[src/rtl/delta_r_nearest_jet_matcher_unit_macros.svh]
// ----------------------------------------------------------------------------
// Assertion macros for the delta-R nearest jet matcher
// Concurrent assertion wrappers that compile away when SYNTHESIS is defined.
// ----------------------------------------------------------------------------
`ifndef DELTA_R_NEAREST_JET_MATCHER_UNIT_MACROS_SVH
`define DELTA_R_NEAREST_JET_MATCHER_UNIT_MACROS_SVH
`ifndef SYNTHESIS
`define DJM_ASSERT_IMP(label, clk, rst, ante, cons) \
   label: assert property (@(posedge clk) disable iff (rst) (ante) |-> (cons)) \
      else $error("Assertion failed.");
`define DJM_ASSERT_NXT(label, clk, rst, ante, cons) \
   label: assert property (@(posedge clk) disable iff (rst) (ante) |=> (cons)) \
      else $error("Assertion failed.");
`else
`define DJM_ASSERT_IMP(label, clk, rst, ante, cons)
`define DJM_ASSERT_NXT(label, clk, rst, ante, cons)
`endif
`endif

[src/rtl/djm_pkg.sv]
// ----------------------------------------------------------------------------
// Delta-R nearest jet matcher package
// Sizes, codes and the transaction token shared by the cell row and the top.
// ----------------------------------------------------------------------------
package djm_pkg;

   localparam int MAX_REFS = 32;
   localparam int SLOT_W   = (MAX_REFS > 1) ? $clog2(MAX_REFS) : 1;
   localparam int COUNT_W  = $clog2(MAX_REFS + 1);

   localparam int PT_W      = 16;
   localparam int ETA_W     = 12;
   localparam int PHI_W     = 11;
   localparam int MASS_W    = 16;
   localparam int DR_W      = 23;
   localparam int IDX_W     = 5;
   localparam int DPHI_W    = 10;
   localparam int DETA_SQ_W = 2 * ETA_W;
   localparam int DPHI_SQ_W = 2 * DPHI_W;
   localparam int DR_SUM_W  = DETA_SQ_W + 1;

   localparam logic [PHI_W-1:0] PHI_HALF = PHI_W'(720);
   localparam logic [PHI_W-1:0] PHI_FULL = PHI_W'(1440);

   localparam logic [DR_W-1:0] DR_SQ_LIMIT_RESET = DR_W'(6432);

   localparam logic CMD_LOAD  = 1'b0;
   localparam logic CMD_MATCH = 1'b1;

   typedef struct packed {
      logic                     probe;
      logic                     store;
      logic [SLOT_W-1:0]        slot;
      logic [COUNT_W-1:0]       count;
      logic [PT_W-1:0]          pt;
      logic signed [ETA_W-1:0]  eta;
      logic signed [PHI_W-1:0]  phi;
      logic [MASS_W-1:0]        mass;
      logic                     found;
      logic [DR_W-1:0]          best_dr;
      logic [PT_W-1:0]          best_dpt;
      logic [SLOT_W-1:0]        best_idx;
      logic [PT_W-1:0]          best_pt;
      logic [MASS_W-1:0]        best_mass;
   } token_type;

endpackage

[src/rtl/djm_cell.sv]
// ----------------------------------------------------------------------------
// Delta-R matcher reference cell
// Holds one reference jet. Loads store into the cell whose slot they name;
// probes compare against the stored jet over two stages and carry the best
// candidate so far to the next cell.
// ----------------------------------------------------------------------------
module djm_cell (
   input  logic                             clock,
   input  logic                             reset,
   input  logic                             enable,
   input  logic [djm_pkg::SLOT_W-1:0]       cell_id,
   input  logic [djm_pkg::DR_W-1:0]         dr_sq_limit,
   input  logic                             tok_valid_in,
   input  djm_pkg::token_type               tok_in,
   output logic                             tok_valid_out,
   output djm_pkg::token_type               tok_out
);

   logic [djm_pkg::PT_W-1:0]           ref_pt_ff;
   logic signed [djm_pkg::ETA_W-1:0]   ref_eta_ff;
   logic signed [djm_pkg::PHI_W-1:0]   ref_phi_ff;
   logic [djm_pkg::MASS_W-1:0]         ref_mass_ff;

   logic                               mid_valid_ff;
   logic                               mid_live_ff;
   logic                               mid_live_in;
   djm_pkg::token_type                 mid_tok_ff;
   logic [djm_pkg::DETA_SQ_W-1:0]      mid_deta_sq_ff;
   logic [djm_pkg::DETA_SQ_W-1:0]      mid_deta_sq_in;
   logic [djm_pkg::DPHI_SQ_W-1:0]      mid_dphi_sq_ff;
   logic [djm_pkg::DPHI_SQ_W-1:0]      mid_dphi_sq_in;

   logic                               out_valid_ff;
   djm_pkg::token_type                 out_tok_ff;
   djm_pkg::token_type                 out_tok_in;

   logic                               store_hit;
   logic [djm_pkg::ETA_W:0]            eta_diff;
   logic [djm_pkg::ETA_W:0]            eta_diff_neg;
   logic [djm_pkg::ETA_W-1:0]          deta;
   logic [djm_pkg::PHI_W:0]            phi_diff;
   logic [djm_pkg::PHI_W:0]            phi_diff_neg;
   logic [djm_pkg::PHI_W-1:0]          dphi_abs;
   logic [djm_pkg::DPHI_W-1:0]         dphi;

   logic [djm_pkg::DR_SUM_W-1:0]       dr_sum;
   logic                               in_limit;
   logic [djm_pkg::PT_W-1:0]           dpt;
   logic                               take;

   // First stage: angular differences and their squares.
   always_comb begin
      store_hit    = tok_valid_in && tok_in.store && (tok_in.slot == cell_id);
      mid_live_in  = tok_valid_in && tok_in.probe &&
                     (djm_pkg::COUNT_W'(cell_id) < tok_in.count);
      eta_diff     = {tok_in.eta[djm_pkg::ETA_W-1], tok_in.eta} -
                     {ref_eta_ff[djm_pkg::ETA_W-1], ref_eta_ff};
      eta_diff_neg = -eta_diff;
      deta         = eta_diff[djm_pkg::ETA_W] ? eta_diff_neg[djm_pkg::ETA_W-1:0]
                                              : eta_diff[djm_pkg::ETA_W-1:0];
      phi_diff     = {tok_in.phi[djm_pkg::PHI_W-1], tok_in.phi} -
                     {ref_phi_ff[djm_pkg::PHI_W-1], ref_phi_ff};
      phi_diff_neg = -phi_diff;
      dphi_abs     = phi_diff[djm_pkg::PHI_W] ? phi_diff_neg[djm_pkg::PHI_W-1:0]
                                              : phi_diff[djm_pkg::PHI_W-1:0];
      if (dphi_abs > djm_pkg::PHI_HALF) begin
         if (dphi_abs > djm_pkg::PHI_FULL) begin
            dphi = djm_pkg::DPHI_W'(dphi_abs - djm_pkg::PHI_FULL);
         end else begin
            dphi = djm_pkg::DPHI_W'(djm_pkg::PHI_FULL - dphi_abs);
         end
      end else begin
         dphi = djm_pkg::DPHI_W'(dphi_abs);
      end
      mid_deta_sq_in = djm_pkg::DETA_SQ_W'(deta) * djm_pkg::DETA_SQ_W'(deta);
      mid_dphi_sq_in = djm_pkg::DPHI_SQ_W'(dphi) * djm_pkg::DPHI_SQ_W'(dphi);
   end

   // Second stage: distance, limit check and best-candidate update.
   always_comb begin
      dr_sum   = djm_pkg::DR_SUM_W'(mid_deta_sq_ff) + djm_pkg::DR_SUM_W'(mid_dphi_sq_ff);
      in_limit = dr_sum < djm_pkg::DR_SUM_W'(dr_sq_limit);
      dpt      = (mid_tok_ff.pt >= ref_pt_ff) ? (mid_tok_ff.pt - ref_pt_ff)
                                              : (ref_pt_ff - mid_tok_ff.pt);
      take     = mid_live_ff && in_limit &&
                 (!mid_tok_ff.found ||
                  (dr_sum < djm_pkg::DR_SUM_W'(mid_tok_ff.best_dr)) ||
                  ((dr_sum == djm_pkg::DR_SUM_W'(mid_tok_ff.best_dr)) &&
                   (dpt < mid_tok_ff.best_dpt)));
      out_tok_in = mid_tok_ff;
      if (take) begin
         out_tok_in.found     = 1'b1;
         out_tok_in.best_dr   = dr_sum[djm_pkg::DR_W-1:0];
         out_tok_in.best_dpt  = dpt;
         out_tok_in.best_idx  = cell_id;
         out_tok_in.best_pt   = ref_pt_ff;
         out_tok_in.best_mass = ref_mass_ff;
      end
   end

   always_ff @(posedge clock) begin
      if (reset) begin
         mid_valid_ff <= 1'b0;
         mid_live_ff  <= 1'b0;
         out_valid_ff <= 1'b0;
      end else if (enable) begin
         mid_valid_ff <= tok_valid_in;
         mid_live_ff  <= mid_live_in;
         out_valid_ff <= mid_valid_ff;
      end
   end

   always_ff @(posedge clock) begin
      if (enable) begin
         mid_tok_ff     <= tok_in;
         mid_deta_sq_ff <= mid_deta_sq_in;
         mid_dphi_sq_ff <= mid_dphi_sq_in;
         out_tok_ff     <= out_tok_in;
         if (store_hit) begin
            ref_pt_ff   <= tok_in.pt;
            ref_eta_ff  <= tok_in.eta;
            ref_phi_ff  <= tok_in.phi;
            ref_mass_ff <= tok_in.mass;
         end
      end
   end

   assign tok_valid_out = out_valid_ff;
   assign tok_out       = out_tok_ff;

endmodule

[config.mk]
export PLATFORM = sky130hd
export DESIGN_NAME = djm_cell
export DESIGN_NICKNAME = d
export VERILOG_FILES = /design/src/rtl/delta_r_nearest_jet_matcher_unit_macros.svh /design/src/rtl/djm_pkg.sv /design/src/rtl/djm_cell.sv
export SDC_FILE = /design/constraint.sdc
export NUM_CORES = 1
export LEC_CHECK = 0
export BUFFER_PORTS_ARGS = -buffer_cell sky130_fd_sc_hd__buf_2
export CAP_MARGIN = 20
export CORE_MARGIN = 2
export CORE_UTILIZATION = 59
export CTS_CLUSTER_SIZE = 10
export DETAILED_ROUTE_END_ITERATION = 7
export GPL_TIMING_DRIVEN = 1
export PLACE_DENSITY = 0.81
export SYNTH_ARGS = -nofsm -noshare
export SYNTH_HDL_FRONTEND = slang
export SYNTH_SLANG_ARGS = --single-unit
[constraint.sdc]
create_clock -name clock -period 14.1 [get_ports clock]
set_clock_uncertainty 0.15 [all_clocks]
set_input_delay 2.82 -clock clock [delete_from_list [all_inputs] [get_ports clock]]
set_output_delay 2.82 -clock clock [all_outputs]
set_load 0.005 [all_outputs]
# After elaboration in Yosys (flattened, before gate mapping)
# Index checks and enable logic that the tools add are counted.
# classes
n_addsub	9
mul	2
magnitude_cmp	7
n_eq_ne	2
n_mux	6
reduce_logical	11
# op_table
op	n
$mux 76	1
$lt 25x23->1	2
$sub 16x16->16	2
$add 24x20->25	1
$eq 25x23->1	1
$mul 12x12->24	1
$mul 10x10->20	1
$mux 10	2
$ge 16x16->1	1
$lt 16x16->1	1
$mux 16	1
$sub 12x12->13	1
$mux 12	1
$neg 12->12	1
$sub 11x11->12	1
$gt 11x10->1 const B	1
$gt 11x11->1 const B	1
$mux 11	1
$neg 11->11	1
$sub 10x9->10 const B	1
$sub 9x10->10 const A	1
$logic_and 1x1->1	7
$lt 5x6->1	1
$eq 5x5->1	1
3 further kinds	4
# totals
register_bits	392
inputBits	177
wordCells	74

# Logic depth before layout (Yosys ltp)
# logic_depth
ltp_word	7
mapped_depth	42

# Least setup slack after synthesis
# Ideal clock, no wire load.
# synth_path
path_kind	input-to-reg
startpoint	input port tok_in[97] (netlist bit)
endpoint	register mid_dphi_sq_ff[19] (netlist bit) (data pin)
arrival_time_ns	11.166
slack_ns	2.524
cell_stages	34
path_cell_list	ha_1 -> a21o_1 -> o31a_2 -> a31oi_1 -> clkbuf_1 -> o21ai_0 -> xnor2_1 -> ha_1 -> and3b_1 -> o41ai_2 -> and4_1 -> nor2_1 -> nor2_1 -> xnor2_1 -> clkbuf_1 -> nor2_1 -> fa_1 -> inv_1 -> fa_1 -> fa_1 -> inv_1 -> fa_1 -> inv_1 -> fa_1 -> inv_1 -> ha_1 -> nand2_1 -> nor3_1 -> and3_1 -> and3_1 -> nand3_1 -> a2111oi_2 -> a31oi_1 -> xnor2_1
# synth_via
elab_chain_len	7
word_cells_on_any_way	10
# synth_lines
item	line_no	rtl
start: declaration	djm_cell.sv:14	input djm_pkg::token_type tok_in,
$sub 11x11->12 (*)	djm_cell.sv:61	phi_diff = {tok_in.phi[djm_pkg::PHI_W-1], tok_in.phi} -
$neg 11->11	djm_cell.sv:63	phi_diff_neg = -phi_diff;
$mux 11 (*)	djm_cell.sv:64	dphi_abs = phi_diff[djm_pkg::PHI_W] ? phi_diff_neg[djm_pkg::PHI_W-1:0]
$sub 9x10->10, or another cell as far along	djm_cell.sv:70	dphi = djm_pkg::DPHI_W'(djm_pkg::PHI_FULL - dphi_abs);
$mux 10	djm_cell.sv:67	if (dphi_abs > djm_pkg::PHI_FULL) begin
$mux 10 (*)	djm_cell.sv:66	if (dphi_abs > djm_pkg::PHI_HALF) begin
$mul 10x10->20 (*)	djm_cell.sv:76	mid_dphi_sq_in = djm_pkg::DPHI_SQ_W'(dphi) * djm_pkg::DPHI_SQ_W'(dphi);
net mid_dphi_sq_in, one bit	djm_cell.sv:31	logic [djm_pkg::DPHI_SQ_W-1:0] mid_dphi_sq_in;
end signal: assignment	djm_cell.sv:117	mid_dphi_sq_ff <= mid_dphi_sq_in;
end: declaration	djm_cell.sv:30	logic [djm_pkg::DPHI_SQ_W-1:0] mid_dphi_sq_ff;
# The timed path passes the listed nets; every way through them passes the cells marked *.
# A chain may end at the register's enable or synchronous reset.

# Worst setup path in the final report
# layout_path
startpoint	input port tok_in[93] (netlist bit)
endpoint	register mid_dphi_sq_ff[19] (netlist bit) (data pin)
# The elaborated chain is that of the path after synthesis.

==> impl_metrics.json <==
{
  "timing.fmax_mhz": 81.3,
  "numCtsBuffers": 46,
  "route.met2.wl_um": 30700,
  "holdBufCountCts": 0,
  "cts_tree": "done",
  "io_buffer_count": 322,
  "whs_path_depth": 0,
  "area_growth_pct": 14.4,
  "drtPass1Iterations": 6,
  "synth_ff_type": "edfxtp_1",
  "worstHoldPathType": "reg2reg",
  "crit_path_max_incr_delay_ns": 0.74,
  "outcome": "finished, final reports clean",
  "grt_overflow": 0,
  "yosys_register_bits": 390,
  "hpwl_um": 47300,
  "cts_resized": 0,
  "routed-wl-met3_um": 4190,
  "worstSetupStartpointType": "input port",
  "drtIter0Drc": 1333,
  "end_kind": "register",
  "netlist_instances": 2110,
  "cts.clk_slew.worst_paths_ns": 0.05,
  "crit_required_ns": 14.27,
  "cpMostUsedCell": "fa_1",
  "syn_area_per_cell_um2": 12.0,
  "fin_nets": 3014,
  "worst-setup-path-type": "in2reg",
  "finalSetupViolCount": 0,
  "rsz0062_at_grt": "false",
  "vias": 17547,
  "fin_util_pct": 68.6,
  "synth_warnings": 0,
  "cts.path.max_buffers": 3,
  "synth_top_cell_area_share_pct": 46.0,
  "crit_arrival_ns": 12.47,
  "top_layer_used": "met5",
  "drc_errors": 0,
  "maxSlewHeadroom_pct": 27.9,
  "cts_root_buf": "clkbuf_16",
  "grt_pass1_wl_um": 95600,
  "r2r_slack_ns": 3.79,
  "htree_levels": 2,
  "grt_pass1_vias": 17905,
  "nFillCells": 2993,
  "via_per_inst": 5.80,
  "worstPathMaxFanout": 12,
  "min_period_ns": 12.30,
  "fin_cells": 3026,
  "yosysSeqAreaShare_pct": 46.2,
  "grt_max_degree": 78,
  "gp_congestion": 0.901,
  "ios": 323,
  "ys_types": 80,
  "die_w_um": 211,
  "register_area_mm2": 0.0117,
  "wl_um": 61600,
  "coreArea_mm2": 0.0421,
  "rr_worst_depth": 30,
  "layout_setup_ws_ns": 1.80,
  "ant_nets": 0,
  "met1_length_um": 24100,
  "synth_top_area_cell": "edfxtp_1",
  "synth_async_sr_flop_share_pct": 0,
  "syn_nets": 2667,
  "hold_viol_final": 0,
  "synth_area_mm2": 0.0253,
  "rows": 75,
  "max_cap_viol_count": 0,
  "fp.dieH_um": 211,
  "slowest_stage": "xor2_1",
  "drive_gt1_share_pct": 21.2,
  "multi_input_area_mm2": 0.0123,
  "finalMaxSlewViolations": 0,
  "start_util_pct": 60.0,
  "place_inst": 2944,
  "post-place-ws_ns": 1.34,
  "grtUsageTotal_pct": 27.9,
  "synthTopCellsByArea": "edfxtp_1, ha_1, fa_1, inv_1, mux2_2",
  "wl_per_cell_um": 20.4,
  "post_cts_buffers": 0,
  "fin_crit_sh_pct": 87.2,
  "dieArea_mm2": 0.0445,
  "clk_latency_ns": 0.58,
  "tns_ns": 0,
  "worstMarginPinSlew_ns": 1.07,
  "synth_edf_count": 387,
  "antenna_found_initial": 14,
  "cts_sinks": 390
}
[state kept, by name, summed over array words and instances, names as in the netlist]
signal / flops
ref_mass_ff: 16
mid_tok_ff: 145
mid_deta_sq_ff: 23
tok_out: 145
tok_valid_out: 1
ref_eta_ff: 12
ref_phi_ff: 11
mid_valid_ff: 1
mid_live_ff: 1
ref_pt_ff: 16
mid_dphi_sq_ff: 19
[cells by family after synthesis]
family	share of synthesized area, %
compound gates	9.06
flops	46.2
fa+ha+maj	22.7
buf+inv	5.31
xor+xnor	4.46
simple gates	8.33
mux	3.92
[cell usage after synthesis (13+ instances only)]
library cell  instances
nand2_1              70
nand2b_1             21
ha_1                250
nand3_1              19
nor2b_1              20
o21a_1               17
o21bai_1             16
a21oi_1              94
nor3_1               31
nand4_1              19
fa_1                130
edfxtp_1            387
mux2_2               80
nor2_1              177
a21o_1               40
clkbuf_1             34
xnor2_1              88
xor2_1               35
inv_1               298
or2_2                18
o21ai_0              62
buf_2                13
[routing by layer]
layer  vias to the layer above  GRT usage, %
li1                       8104             -
met1                      8587          34.4
met2                       702          48.6
met3                       148          4.65
met4                         6          12.5
met5                         -             0
[cell usage in the layout, fill, tap and decap left out, drive strengths merged, types with 21 or more instances in the layout]
master,count
a21o,40
a21oi,96
buf,349
clkbuf,60
edfxtp,387
fa,130
ha,250
inv,301
mux2,80
nand2,70
nand2b,21
nor2,177
nor3,33
o21ai,68
or2,27
xnor2,90
xor2,36
[metrics by stage]
stage | cell area (um2) | hold slack [ns]
detailed placement | 27500 | 0.255
CTS | 28800 | 0.266
floorplan | 25300 | 0.250
finish | 28900 | 0.266
global route | 28900 | 0.270
global placement | 27500 | 0.251
[layout make-up]
type,instances,share of cell area (%)
Multi-Input combinational cell,1371,42.4
Clock buffer,60,4.24
Inverter,299,3.88
Sequential cell,390,40.4
Tap cell,539,2.33
Timing Repair Buffer,349,6.31
Antenna cell,11,0.0953
Clock inverter,7,0.281
[worst paths after layout]
| kind | start | end |
|---|---|---|
| setup / recovery | tok_in[93] | mid_dphi_sq_ff[19] |
| hold / removal | mid_tok_ff[90] | tok_out[90] |
| setup reg to reg | ref_phi_ff[0] | mid_dphi_sq_ff[19] |
| hold reg to reg | mid_tok_ff[90] | tok_out[90] |
[worst max-delay path, delay by kind of cell]
family	cells	cell delay, ns
buffers and inverters	6	0.37
AOI/OAI and AO/OA	12	3.19
xor gates and xnor gates	4	1.40
adders and majority gates	9	3.80
and+or+nand+nor	4	0.87
Power is left out: the tool's default activity adds up to more than one toggle a clock period on the data nets, which glitch-free logic cannot reach.
